--- src/rtl/olist_pkg.sv ---
// Package for the ordered list engine: operation and status codes, field widths,
// and the command and status structs between the controller and the datapath.
// No dependencies.
package olist_pkg;

    localparam int DATA_W    = 32;
    localparam int POS_W     = 5;
    localparam int DEPTH_DEF = 16;

    localparam logic [1:0] OP_APPEND = 2'd0;
    localparam logic [1:0] OP_DELETE = 2'd1;
    localparam logic [1:0] OP_SEARCH = 2'd2;
    localparam logic [1:0] OP_DUMP   = 2'd3;

    localparam logic [1:0] ST_OK        = 2'd0;
    localparam logic [1:0] ST_EMPTY     = 2'd1;
    localparam logic [1:0] ST_NOT_FOUND = 2'd2;
    localparam logic [1:0] ST_FULL      = 2'd3;

    localparam logic [1:0] RD_ZERO = 2'd0;
    localparam logic [1:0] RD_NEXT = 2'd1;
    localparam logic [1:0] RD_SKIP = 2'd2;

    localparam logic WR_APPEND = 1'b0;
    localparam logic WR_SHIFT  = 1'b1;

    localparam logic [1:0] EMIT_STATUS = 2'd0;
    localparam logic [1:0] EMIT_HIT    = 2'd1;
    localparam logic [1:0] EMIT_ENTRY  = 2'd2;

    typedef struct packed {
        logic       load;
        logic       clr_idx;
        logic       inc_idx;
        logic       rd_en;
        logic [1:0] rd_sel;
        logic       wr_en;
        logic       wr_sel;
        logic       cnt_inc;
        logic       cnt_dec;
        logic       emit;
        logic [1:0] emit_kind;
        logic [1:0] status_code;
    } cmd_t;

    typedef struct packed {
        logic       cnt_zero;
        logic       cnt_full;
        logic       match;
        logic       idx_last;
        logic       idx_pen;
        logic       out_free;
        logic [1:0] op;
    } sts_t;

endpackage

--- src/rtl/ordered_list_engine.sv ---
// Ordered list engine: a bounded list of signed 32-bit values kept in list order.
// Instantiates olist_ctrl and olist_dp; depends on olist_pkg.
//
// The input channel carries one transaction per command: operation (append,
// delete, search, dump) and value. A transaction is taken when in_valid is high
// and in_stall is low; in_stall is high while a command is still being worked.
// The output channel gives status, position, entry_value and last per result,
// taken when out_valid is high and out_stall is low. Append, delete and search
// give one result; dump gives one result per entry, head first, last marked, and
// one status result on an empty list. Append and commands on an empty list give
// their result through the controller state and then the result register. Search
// and delete read one entry per cycle from the entry memory; delete then closes
// the gap with one read and one write per cycle. Dump delivers one entry per cycle
// while the result register is free. The result register decouples the channels:
// a new transaction is accepted while a result waits, and a stalled result holds
// until taken; dump and each result step pause while the result register is
// full and stalled. Reset empties the list and drops any pending result.
module ordered_list_engine
#(
    parameter int DEPTH = olist_pkg::DEPTH_DEF
)
(
    input  logic                                 clk,
    input  logic                                 rst_n,
    input  logic                                 in_valid,
    output logic                                 in_stall,
    input  logic [1:0]                           operation,
    input  logic signed [olist_pkg::DATA_W-1:0]  value,
    output logic                                 out_valid,
    input  logic                                 out_stall,
    output logic [1:0]                           status,
    output logic [olist_pkg::POS_W-1:0]          position,
    output logic signed [olist_pkg::DATA_W-1:0]  entry_value,
    output logic                                 last
);

    olist_pkg::cmd_t cmd;
    olist_pkg::sts_t sts;

    olist_ctrl u_ctrl
    (
        .clk       (clk),
        .rst_n     (rst_n),
        .in_valid  (in_valid),
        .in_stall  (in_stall),
        .operation (operation),
        .sts       (sts),
        .cmd       (cmd)
    );

    olist_dp #(
        .DEPTH (DEPTH)
    ) u_dp
    (
        .clk         (clk),
        .rst_n       (rst_n),
        .operation   (operation),
        .value       (value),
        .cmd         (cmd),
        .sts         (sts),
        .out_valid   (out_valid),
        .out_stall   (out_stall),
        .status      (status),
        .position    (position),
        .entry_value (entry_value),
        .last        (last)
    );

endmodule

--- src/rtl/olist_ctrl.sv ---
// Controller of the ordered list engine: accepts transactions and sequences
// append, scan, compaction and dump steps. Depends on olist_pkg.
module olist_ctrl
(
    input  logic              clk,
    input  logic              rst_n,
    input  logic              in_valid,
    output logic              in_stall,
    input  logic [1:0]        operation,
    input  olist_pkg::sts_t   sts,
    output olist_pkg::cmd_t   cmd
);

    localparam logic [2:0] S_IDLE    = 3'd0;
    localparam logic [2:0] S_APPEND  = 3'd1;
    localparam logic [2:0] S_EMPTY   = 3'd2;
    localparam logic [2:0] S_SCAN    = 3'd3;
    localparam logic [2:0] S_SHIFT   = 3'd4;
    localparam logic [2:0] S_DELDONE = 3'd5;

    logic [2:0] state_reg;
    logic [2:0] state_next;
    logic       accept;

    assign in_stall = (state_reg != S_IDLE);
    assign accept   = in_valid && !in_stall;

    always_comb
    begin
        state_next = state_reg;
        cmd        = '0;
        unique case (state_reg)
            S_IDLE:
            begin
                if (accept)
                begin
                    cmd.load    = 1'b1;
                    cmd.clr_idx = 1'b1;
                    cmd.rd_en   = 1'b1;
                    cmd.rd_sel  = olist_pkg::RD_ZERO;
                    if (operation == olist_pkg::OP_APPEND)
                        state_next = S_APPEND;
                    else if (sts.cnt_zero)
                        state_next = S_EMPTY;
                    else
                        state_next = S_SCAN;
                end
            end
            S_APPEND:
            begin
                if (sts.out_free)
                begin
                    cmd.emit      = 1'b1;
                    cmd.emit_kind = olist_pkg::EMIT_STATUS;
                    if (sts.cnt_full)
                    begin
                        cmd.status_code = olist_pkg::ST_FULL;
                    end
                    else
                    begin
                        cmd.status_code = olist_pkg::ST_OK;
                        cmd.wr_en       = 1'b1;
                        cmd.wr_sel      = olist_pkg::WR_APPEND;
                        cmd.cnt_inc     = 1'b1;
                    end
                    state_next = S_IDLE;
                end
            end
            S_EMPTY:
            begin
                if (sts.out_free)
                begin
                    cmd.emit        = 1'b1;
                    cmd.emit_kind   = olist_pkg::EMIT_STATUS;
                    cmd.status_code = olist_pkg::ST_EMPTY;
                    state_next      = S_IDLE;
                end
            end
            S_SCAN:
            begin
                if (sts.op == olist_pkg::OP_DUMP)
                begin
                    if (sts.out_free)
                    begin
                        cmd.emit      = 1'b1;
                        cmd.emit_kind = olist_pkg::EMIT_ENTRY;
                        if (sts.idx_last)
                        begin
                            state_next = S_IDLE;
                        end
                        else
                        begin
                            cmd.inc_idx = 1'b1;
                            cmd.rd_en   = 1'b1;
                            cmd.rd_sel  = olist_pkg::RD_NEXT;
                        end
                    end
                end
                else if (sts.match)
                begin
                    if (sts.op == olist_pkg::OP_SEARCH)
                    begin
                        if (sts.out_free)
                        begin
                            cmd.emit      = 1'b1;
                            cmd.emit_kind = olist_pkg::EMIT_HIT;
                            state_next    = S_IDLE;
                        end
                    end
                    else if (sts.idx_last)
                    begin
                        state_next = S_DELDONE;
                    end
                    else
                    begin
                        cmd.rd_en  = 1'b1;
                        cmd.rd_sel = olist_pkg::RD_NEXT;
                        state_next = S_SHIFT;
                    end
                end
                else if (sts.idx_last)
                begin
                    if (sts.out_free)
                    begin
                        cmd.emit        = 1'b1;
                        cmd.emit_kind   = olist_pkg::EMIT_STATUS;
                        cmd.status_code = olist_pkg::ST_NOT_FOUND;
                        state_next      = S_IDLE;
                    end
                end
                else
                begin
                    cmd.inc_idx = 1'b1;
                    cmd.rd_en   = 1'b1;
                    cmd.rd_sel  = olist_pkg::RD_NEXT;
                end
            end
            S_SHIFT:
            begin
                cmd.wr_en  = 1'b1;
                cmd.wr_sel = olist_pkg::WR_SHIFT;
                if (sts.idx_pen)
                begin
                    state_next = S_DELDONE;
                end
                else
                begin
                    cmd.inc_idx = 1'b1;
                    cmd.rd_en   = 1'b1;
                    cmd.rd_sel  = olist_pkg::RD_SKIP;
                end
            end
            S_DELDONE:
            begin
                if (sts.out_free)
                begin
                    cmd.cnt_dec     = 1'b1;
                    cmd.emit        = 1'b1;
                    cmd.emit_kind   = olist_pkg::EMIT_STATUS;
                    cmd.status_code = olist_pkg::ST_OK;
                    state_next      = S_IDLE;
                end
            end
            default:
            begin
                state_next = S_IDLE;
            end
        endcase
    end

    always_ff @(posedge clk or negedge rst_n)
    begin
        if (!rst_n)
            state_reg <= S_IDLE;
        else
            state_reg <= state_next;
    end

endmodule

--- src/rtl/olist_dp.sv ---
// Datapath of the ordered list engine: entry memory, entry count, scan index
// and the result register. Depends on olist_pkg.
module olist_dp
#(
    parameter int DEPTH = olist_pkg::DEPTH_DEF
)
(
    input  logic                                 clk,
    input  logic                                 rst_n,
    input  logic [1:0]                           operation,
    input  logic signed [olist_pkg::DATA_W-1:0]  value,
    input  olist_pkg::cmd_t                      cmd,
    output olist_pkg::sts_t                      sts,
    output logic                                 out_valid,
    input  logic                                 out_stall,
    output logic [1:0]                           status,
    output logic [olist_pkg::POS_W-1:0]          position,
    output logic signed [olist_pkg::DATA_W-1:0]  entry_value,
    output logic                                 last
);

    localparam int IDX_W = $clog2(DEPTH);
    localparam int CNT_W = $clog2(DEPTH + 1);
    localparam int POS_W = olist_pkg::POS_W;

    logic signed [olist_pkg::DATA_W-1:0] mem [DEPTH];

    logic [1:0]                          op_reg;
    logic signed [olist_pkg::DATA_W-1:0] val_reg;
    logic signed [olist_pkg::DATA_W-1:0] rd_data_reg;
    logic [CNT_W-1:0]                    cnt_reg;
    logic [CNT_W-1:0]                    cnt_next;
    logic [CNT_W-1:0]                    idx_reg;
    logic [CNT_W-1:0]                    idx_next;
    logic                                out_valid_reg;
    logic [1:0]                          status_reg;
    logic [POS_W-1:0]                    position_reg;
    logic signed [olist_pkg::DATA_W-1:0] entry_value_reg;
    logic                                last_reg;

    logic [CNT_W-1:0]                    idx_p1;
    logic [CNT_W:0]                      idx_p2;
    logic [POS_W+CNT_W-1:0]              pos_wide;
    logic [IDX_W-1:0]                    rd_addr;
    logic [IDX_W-1:0]                    wr_addr;
    logic signed [olist_pkg::DATA_W-1:0] wr_data;
    logic                                out_free;

    assign idx_p1   = idx_reg + CNT_W'(1);
    assign idx_p2   = {1'b0, idx_reg} + (CNT_W + 1)'(2);
    assign pos_wide = {{POS_W{1'b0}}, idx_p1};
    assign out_free = !out_valid_reg || !out_stall;

    assign sts.cnt_zero = (cnt_reg == '0);
    assign sts.cnt_full = (cnt_reg == CNT_W'(DEPTH));
    assign sts.match    = (rd_data_reg == val_reg);
    assign sts.idx_last = (idx_p1 == cnt_reg);
    assign sts.idx_pen  = (idx_p2 == {1'b0, cnt_reg});
    assign sts.out_free = out_free;
    assign sts.op       = op_reg;

    always_comb
    begin
        case (cmd.rd_sel)
            olist_pkg::RD_NEXT: rd_addr = idx_p1[IDX_W-1:0];
            olist_pkg::RD_SKIP: rd_addr = idx_p2[IDX_W-1:0];
            default:            rd_addr = '0;
        endcase
    end

    always_comb
    begin
        if (cmd.wr_sel == olist_pkg::WR_SHIFT)
        begin
            wr_addr = idx_reg[IDX_W-1:0];
            wr_data = rd_data_reg;
        end
        else
        begin
            wr_addr = cnt_reg[IDX_W-1:0];
            wr_data = val_reg;
        end
    end

    always_ff @(posedge clk)
    begin
        if (cmd.wr_en)
            mem[wr_addr] <= wr_data;
        if (cmd.rd_en)
            rd_data_reg <= mem[rd_addr];
    end

    always_ff @(posedge clk)
    begin
        if (cmd.load)
        begin
            op_reg  <= operation;
            val_reg <= value;
        end
    end

    always_comb
    begin
        cnt_next = cnt_reg;
        if (cmd.cnt_inc)
            cnt_next = cnt_reg + CNT_W'(1);
        else if (cmd.cnt_dec)
            cnt_next = cnt_reg - CNT_W'(1);
    end

    always_comb
    begin
        idx_next = idx_reg;
        if (cmd.clr_idx)
            idx_next = '0;
        else if (cmd.inc_idx)
            idx_next = idx_p1;
    end

    always_ff @(posedge clk or negedge rst_n)
    begin
        if (!rst_n)
        begin
            cnt_reg       <= '0;
            idx_reg       <= '0;
            out_valid_reg <= 1'b0;
        end
        else
        begin
            cnt_reg <= cnt_next;
            idx_reg <= idx_next;
            if (cmd.emit)
                out_valid_reg <= 1'b1;
            else if (!out_stall)
                out_valid_reg <= 1'b0;
        end
    end

    always_ff @(posedge clk)
    begin
        if (cmd.emit)
        begin
            case (cmd.emit_kind)
                olist_pkg::EMIT_HIT:
                begin
                    status_reg      <= olist_pkg::ST_OK;
                    position_reg    <= pos_wide[POS_W-1:0];
                    entry_value_reg <= '0;
                    last_reg        <= 1'b1;
                end
                olist_pkg::EMIT_ENTRY:
                begin
                    status_reg      <= olist_pkg::ST_OK;
                    position_reg    <= pos_wide[POS_W-1:0];
                    entry_value_reg <= rd_data_reg;
                    last_reg        <= sts.idx_last;
                end
                default:
                begin
                    status_reg      <= cmd.status_code;
                    position_reg    <= '0;
                    entry_value_reg <= '0;
                    last_reg        <= 1'b1;
                end
            endcase
        end
    end

    assign out_valid   = out_valid_reg;
    assign status      = status_reg;
    assign position    = position_reg;
    assign entry_value = entry_value_reg;
    assign last        = last_reg;

endmodule

--- config.mk ---
export PLATFORM = sky130hd
export DESIGN_NAME = ordered_list_engine
export DESIGN_NICKNAME = d
export VERILOG_FILES = /design/src/rtl/olist_pkg.sv /design/src/rtl/ordered_list_engine.sv /design/src/rtl/olist_ctrl.sv /design/src/rtl/olist_dp.sv
export SDC_FILE = /design/constraint.sdc
export NUM_CORES = 1
export LEC_CHECK = 0
export BUFFER_PORTS_ARGS = -buffer_cell sky130_fd_sc_hd__buf_2
export CAP_MARGIN = 20
export CORE_MARGIN = 2
export CORE_UTILIZATION = 59
export CTS_CLUSTER_DIAMETER = 80
export DETAILED_ROUTE_END_ITERATION = 7
export GPL_TIMING_DRIVEN = 0
export PLACE_DENSITY = 0.83
export SLEW_MARGIN = 20
export SYNTH_ARGS = -nofsm -noshare
export SYNTH_HDL_FRONTEND = slang
export SYNTH_HIERARCHICAL = 1
export SYNTH_SLANG_ARGS = --single-unit
--- constraint.sdc ---
create_clock -name clk -period 11.99 [get_ports clk]
set_input_delay 2.398 -clock clk [delete_from_list [all_inputs] [get_ports clk]]
set_output_delay 2.398 -clock clk [all_outputs]
set_load 0.02 [all_outputs]
# After elaboration in Yosys (flattened, before gate mapping)
# Memory sizes are Yosys's and may differ from the RTL's. A register that Yosys moved wholly into a read port is not among the register bits.
# Cells that the tools add are included.
# op_classes
n_addsub,4
eq_ne,21
mux,56
reduce_logical,14
# op_table
cell,n
two-way mux 3 bit,20
two-way mux 5 bit,8
== test 32 bit,1
two-way mux 32 bit,1
two-way mux 4 bit,5
case mux 5 bit (4 select lines),1
two-way mux 2 bit,6
case mux 3 bit (4 select lines),1
"adder 5 x 1 -> 5 bit, second input constant",2
two-way mux 1 bit,9
case mux 3 bit (3 select lines),1
"== test 2 bit, second input constant",4
case mux 4 bit (2 select lines),1
"adder 5 x 2 -> 6 bit, second input constant",1
"== test 3 x 2 -> 1 bit, second input constant",2
"== test 3 bit, second input constant",2
== test 6 x 5 -> 1 bit,1
two-way mux 6 bit,1
"inequality test 3 bit, second input constant",2
== test 5 bit,1
"== test 5 bit, second input constant",1
zero test 5 bit,1
AND reduction 5 bit,1
"subtractor 5 x 1 -> 5 bit, second input constant",1
other kinds (16),21
# totals
reg_bits,88
ram_bits,512
input_bits,38
n_memories,1
# mem_list
memory,depth,word_bits,read_ports,rd_ports_with_merged_regs,write_ports,line,text
u_dp.mem,16,32,1,1,1,olist_dp.sv:26,logic signed [olist_pkg::DATA_W-1:0] mem [DEPTH];

# Longest topological paths before layout
# logic_depth
ltp_word,9
depth_mapped,17

# Hierarchy
# Netlist, hierarchy kept.
# modules_own_cells
module,n_inst,cells_each,area_each_um2
olist_dp,1,1126,24378.4
olist_ctrl,1,66,483.0

# Worst setup path after synthesis
# OpenSTA, ideal clock, no wires.
# synth_path
path_kind,input -> register
start,in out_stall
end,"reg u_dp.entry_value_reg, in the netlist u_dp/entry_value[0], enable pin"
t_arrival_ns,5.010
setup_slack_ns,6.518
cell_stages,5
n_path_buf,2
path_cell_list,nand2_1 -> buf_4 -> clkbuf_1 -> o21ai_1 -> a41oi_1
# synth_lines
element,line,text
from (decl),ordered_list_engine.sv:30,"input logic out_stall,"
to (signal assigned),olist_dp.sv:155,entry_value_reg <= rd_data_reg;
to (decl),olist_dp.sv:38,logic signed [olist_pkg::DATA_W-1:0] entry_value_reg;

==> Flow_metrics.wiki <==
{| class="wikitable"
! Metric !! Value
|-
| Result of the run || completed
|-
| Required time of the critical path || 12350 ps
|-
| Post-synthesis sequential element count || 632
|-
| Insertion delay to the later sink of the worst-skew pair || 640 ps
|-
| Detailed router's first-iteration violation count || 1792
|-
| Flop-to-flop setup slack || 6180 ps
|-
| Clk sink count || 632
|-
| Type of the worst min-delay path || register to register
|-
| Average footprint of a synthesized cell || 20.9 um2
|-
| Routed length on met3 || 7010 um
|-
| Final-report setup violation count || 0
|-
| Critical path fanouts, max || 10
|-
| Overflow after GRT || 0
|-
| Ports || 80
|-
| DR top layer || met5
|-
| Wire per inst || 32.3 um
|-
| Largest net degree at the start of global routing || 35
|-
| Leading post-synthesis cells by instance count || 618 x edfxtp_1, 128 x mux4_2, 45 x nor2_1
|-
| Number of DRC violations after detailed routing || 0
|-
| RSZ-0062 raised after global routing || false
|-
| Cell area after technology mapping || 24900 um2
|-
| Clock tree from TritonCTS || done
|-
| Level count of the clock H-tree || 2
|-
| Root Driver || clkbuf_16
|-
| Number of buffers inserted by hold repair at cts || 0
|-
| Via Count || 13200
|-
| Async set-reset flop share out of synthesis || 2.22%
|-
| Global router's overall resource usage || 29.6%
|-
| Hold depth || 2
|-
| DPL Wire Length || 38500 um
|-
| Worst Clk Skew || 37.7 ps
|-
| Area fraction of the dominant cell type after synthesis || 74.6%
|-
| Clock Pin Slew Worst Setup and Hold Paths || 70 ps
|-
| Count of final hold-check violations || 0
|-
| Met2 wire length || 31100 um
|-
| Worst max-slew margin expressed relative to the limit || 30.1%
|-
| Count of placed standard cells in the final layout, fillers left out || 1946
|-
| Final worst-path cycle share || 49.2%
|-
| Launch point of the worst reg-to-reg path || u_dp/val_reg[17]$_DFFE_PP_
|-
| Peak Freq || 169 MHz
|-
| Endpoint of the worst register-to-register path || u_dp/rd_data_reg[21]$_DFFE_PP_
|-
| Setup TNS after final layout || 0 ps
|-
| Y dimension of the die || 209 um
|-
| Number of antenna violations at the first check in global routing || 1
|-
| Number of vias per cell after detailed routing || 6.77
|-
| Number of enable-type register cells in the synthesized netlist || 618
|-
| Diodes inserted || 0
|-
| Power density over the cells || 146 nW/um2
|-
| Routed WL || 62900 um
|-
| Worst Setup Path Type || primary input to register
|-
| Routability congestion estimate || 0.856
|-
| Hold EP || u_dp/out_valid$_DFFE_PN0P_
|-
| Count leader, synth || edfxtp_1
|-
| Fill cell total of the finished layout || 2432
|-
| ANT nets after route || 0
|-
| Library cell occupying the most area in the post-synthesis netlist || edfxtp_1
|-
| Synthesized net count || 1239
|-
| Global-route wire length before repair || 91000 um
|-
| Static Leakage || 10.1 nW
|-
| Worst voltage drop across the vdd grid || 0.114 mV
|-
| Buffers added on ports || 79
|-
| CP arrival || 6260 ps
|-
| Number of detailed-routing iterations run before antenna repair || 6
|-
| Die Footprint || 43800 um2
|-
| Register bank with the most flops || u_dp/mem
|-
| Sequential-to-total area share from yosys stat || 76.1%
|-
| Critical path capture point type || register
|-
| Number of cells traversed by the worst register-to-register path || 16
|-
| Number of max-slew violations in the final report || 0
|-
| Hold Path Origin || u_dp/out_valid$_DFFE_PN0P_
|-
| Row count || 75
|-
| Cell types with the largest area share after synthesis || edfxtp_1 75%, mux4_2 12%, mux2_2 1.5%
|-
| Synthesis warning total || 6
|-
| Count of unique library cells instantiated by Yosys || 58
|-
| Placeable core region || 41800 um2
|-
| Clock Path Buffers || 3
|-
| Max Cap Viol || 0
|-
| Initial standard-cell utilization of the core || 59.5%
|-
| Synthesized netlist cell count || 1192
|-
| Max reg flops || 512
|-
| Least-Margin Pin Slew || 1050 ps
|-
| Vias in the first global route || 13700
|-
| Area growth from synthesis to final layout || 15.4%
|-
| Wl on met1 || 21800 um
|-
| Chip width || 209 um
|-
| Nets@finish || 1414
|-
| Cts bufs inserted || 58
|-
| Crit path launch type || primary input
|-
| Minimum clock period after layout || 5900 ps
|-
| Proportion of layout cells with a drive suffix above 1 || 29.1%
|-
| Number of placed cells counting well taps || 1845
|-
| Top_reg_cell synth || edfxtp_1
|-
| Resize count post-CTS || 0
|-
| Post-CTS setup repair buffer count || 0
|}
cell families after synthesis:
group	share of synthesized area (%)
simple gates	3.23
mux	13.3
buf+inv	1.44
fa+ha+maj	0.483
flops	76.1
xor+xnor	1.83
compound gates	3.70
layer usage:
| layer | track usage, % | vias to the layer above |
|---|---|---|
| met4 | 13.2 | 2 |
| met5 | 0.779 | - |
| met1 | 37.2 | 6697 |
| met3 | 7.74 | 208 |
| li1 | - | 5265 |
| met2 | 49.0 | 1004 |
critical path: stages:
cell	delay, ps
buf_2	100
nand2_1	70
buf_4	130
clkbuf_1	340
mux2i_1	130
a21oi_1	260
inv_1	80
ha_1	380
a21oi_1	280
buf_2	360
buf_1	810
mux4_2	420
a22o_1	200
a221o_1	300
cell type report:
cell class                 instances  area (um2)  area share (%)
clock inverter                    29         285           0.994
buffer                            61         310            1.08
timing repair buffer             115        1210            4.22
clock buffer                      71        1520            5.30
multi-input combinational        486        5730            20.0
tap                              539         674            2.35
inverter                          13        48.8           0.170
sequential                       632       18900            65.9
per-stage QoR:
stage	worst slack, ps	total power, mW	hold WS [ps]	cell area [um2]	utilization, %
3_3_place_gp	4640	2.44	487	25900	62.1
5_1_grt	5960	4.29	539	28700	68.7
6_report	6090	4.20	508	28700	68.7
2_1_floorplan	6520	2.44	496	24900	-
4_1_cts	6240	4.22	520	28700	68.7
3_5_place_dp	5590	2.44	503	26900	64.4
where the power goes:
part           internal, mW  total [mW]  switching, mW  leakage, nW
combinational       0.00420     0.00683        0.00262         2.66
sequential             2.39        2.39              0         6.60
clock                  1.00        1.80          0.796        0.871
total                  3.40        4.20          0.799         10.1
cells in the final DEF, fill, tap and decap left out, drive strengths merged, types with 2 or more instances in the layout:
master,synthesis,routed
a21o,3,3
a21oi,9,9
a221o,32,32
a22o,32,32
a31oi,2,2
a32oi,2,2
and2,35,35
and2b,2,2
and3,4,4
and4,2,2
buf,35,150
bufinv,0,5
clkbuf,26,97
clkinv,0,18
clkinvlp,0,4
dfrtp,14,14
edfxtp,618,618
ha,8,8
inv,13,15
mux2,34,34
mux2i,3,3
mux4,128,128
nand2,24,24
nand2b,5,5
nand3,4,4
nand4,3,3
nor2,46,46
nor2b,6,6
nor3,6,6
nor3b,4,4
nor4,8,8
o211ai,3,3
o21ai,12,12
xnor2,10,10
xor2,42,42
how the worst max path moves through the flow:
stage              start                                  to  slack, ps  cells after the start
5_1_grt        out_stall       u_dp/rd_data_reg[7]$_DFFE_PP_       5960                     14
3_5_place_dp   out_stall      u_dp/rd_data_reg[21]$_DFFE_PP_       5590                     14
4_1_cts        out_stall      u_dp/rd_data_reg[17]$_DFFE_PP_       6240                     14
6_report       out_stall      u_dp/rd_data_reg[21]$_DFFE_PP_       6090                     14
3_3_place_gp   out_stall  u_dp/entry_value[18]$_SDFFCE_PP0P_       4640                      6
2_1_floorplan  out_stall   u_dp/entry_value[0]$_SDFFCE_PP0P_       6520                      5
No activity file was read; power rests on OpenSTA's default activity.
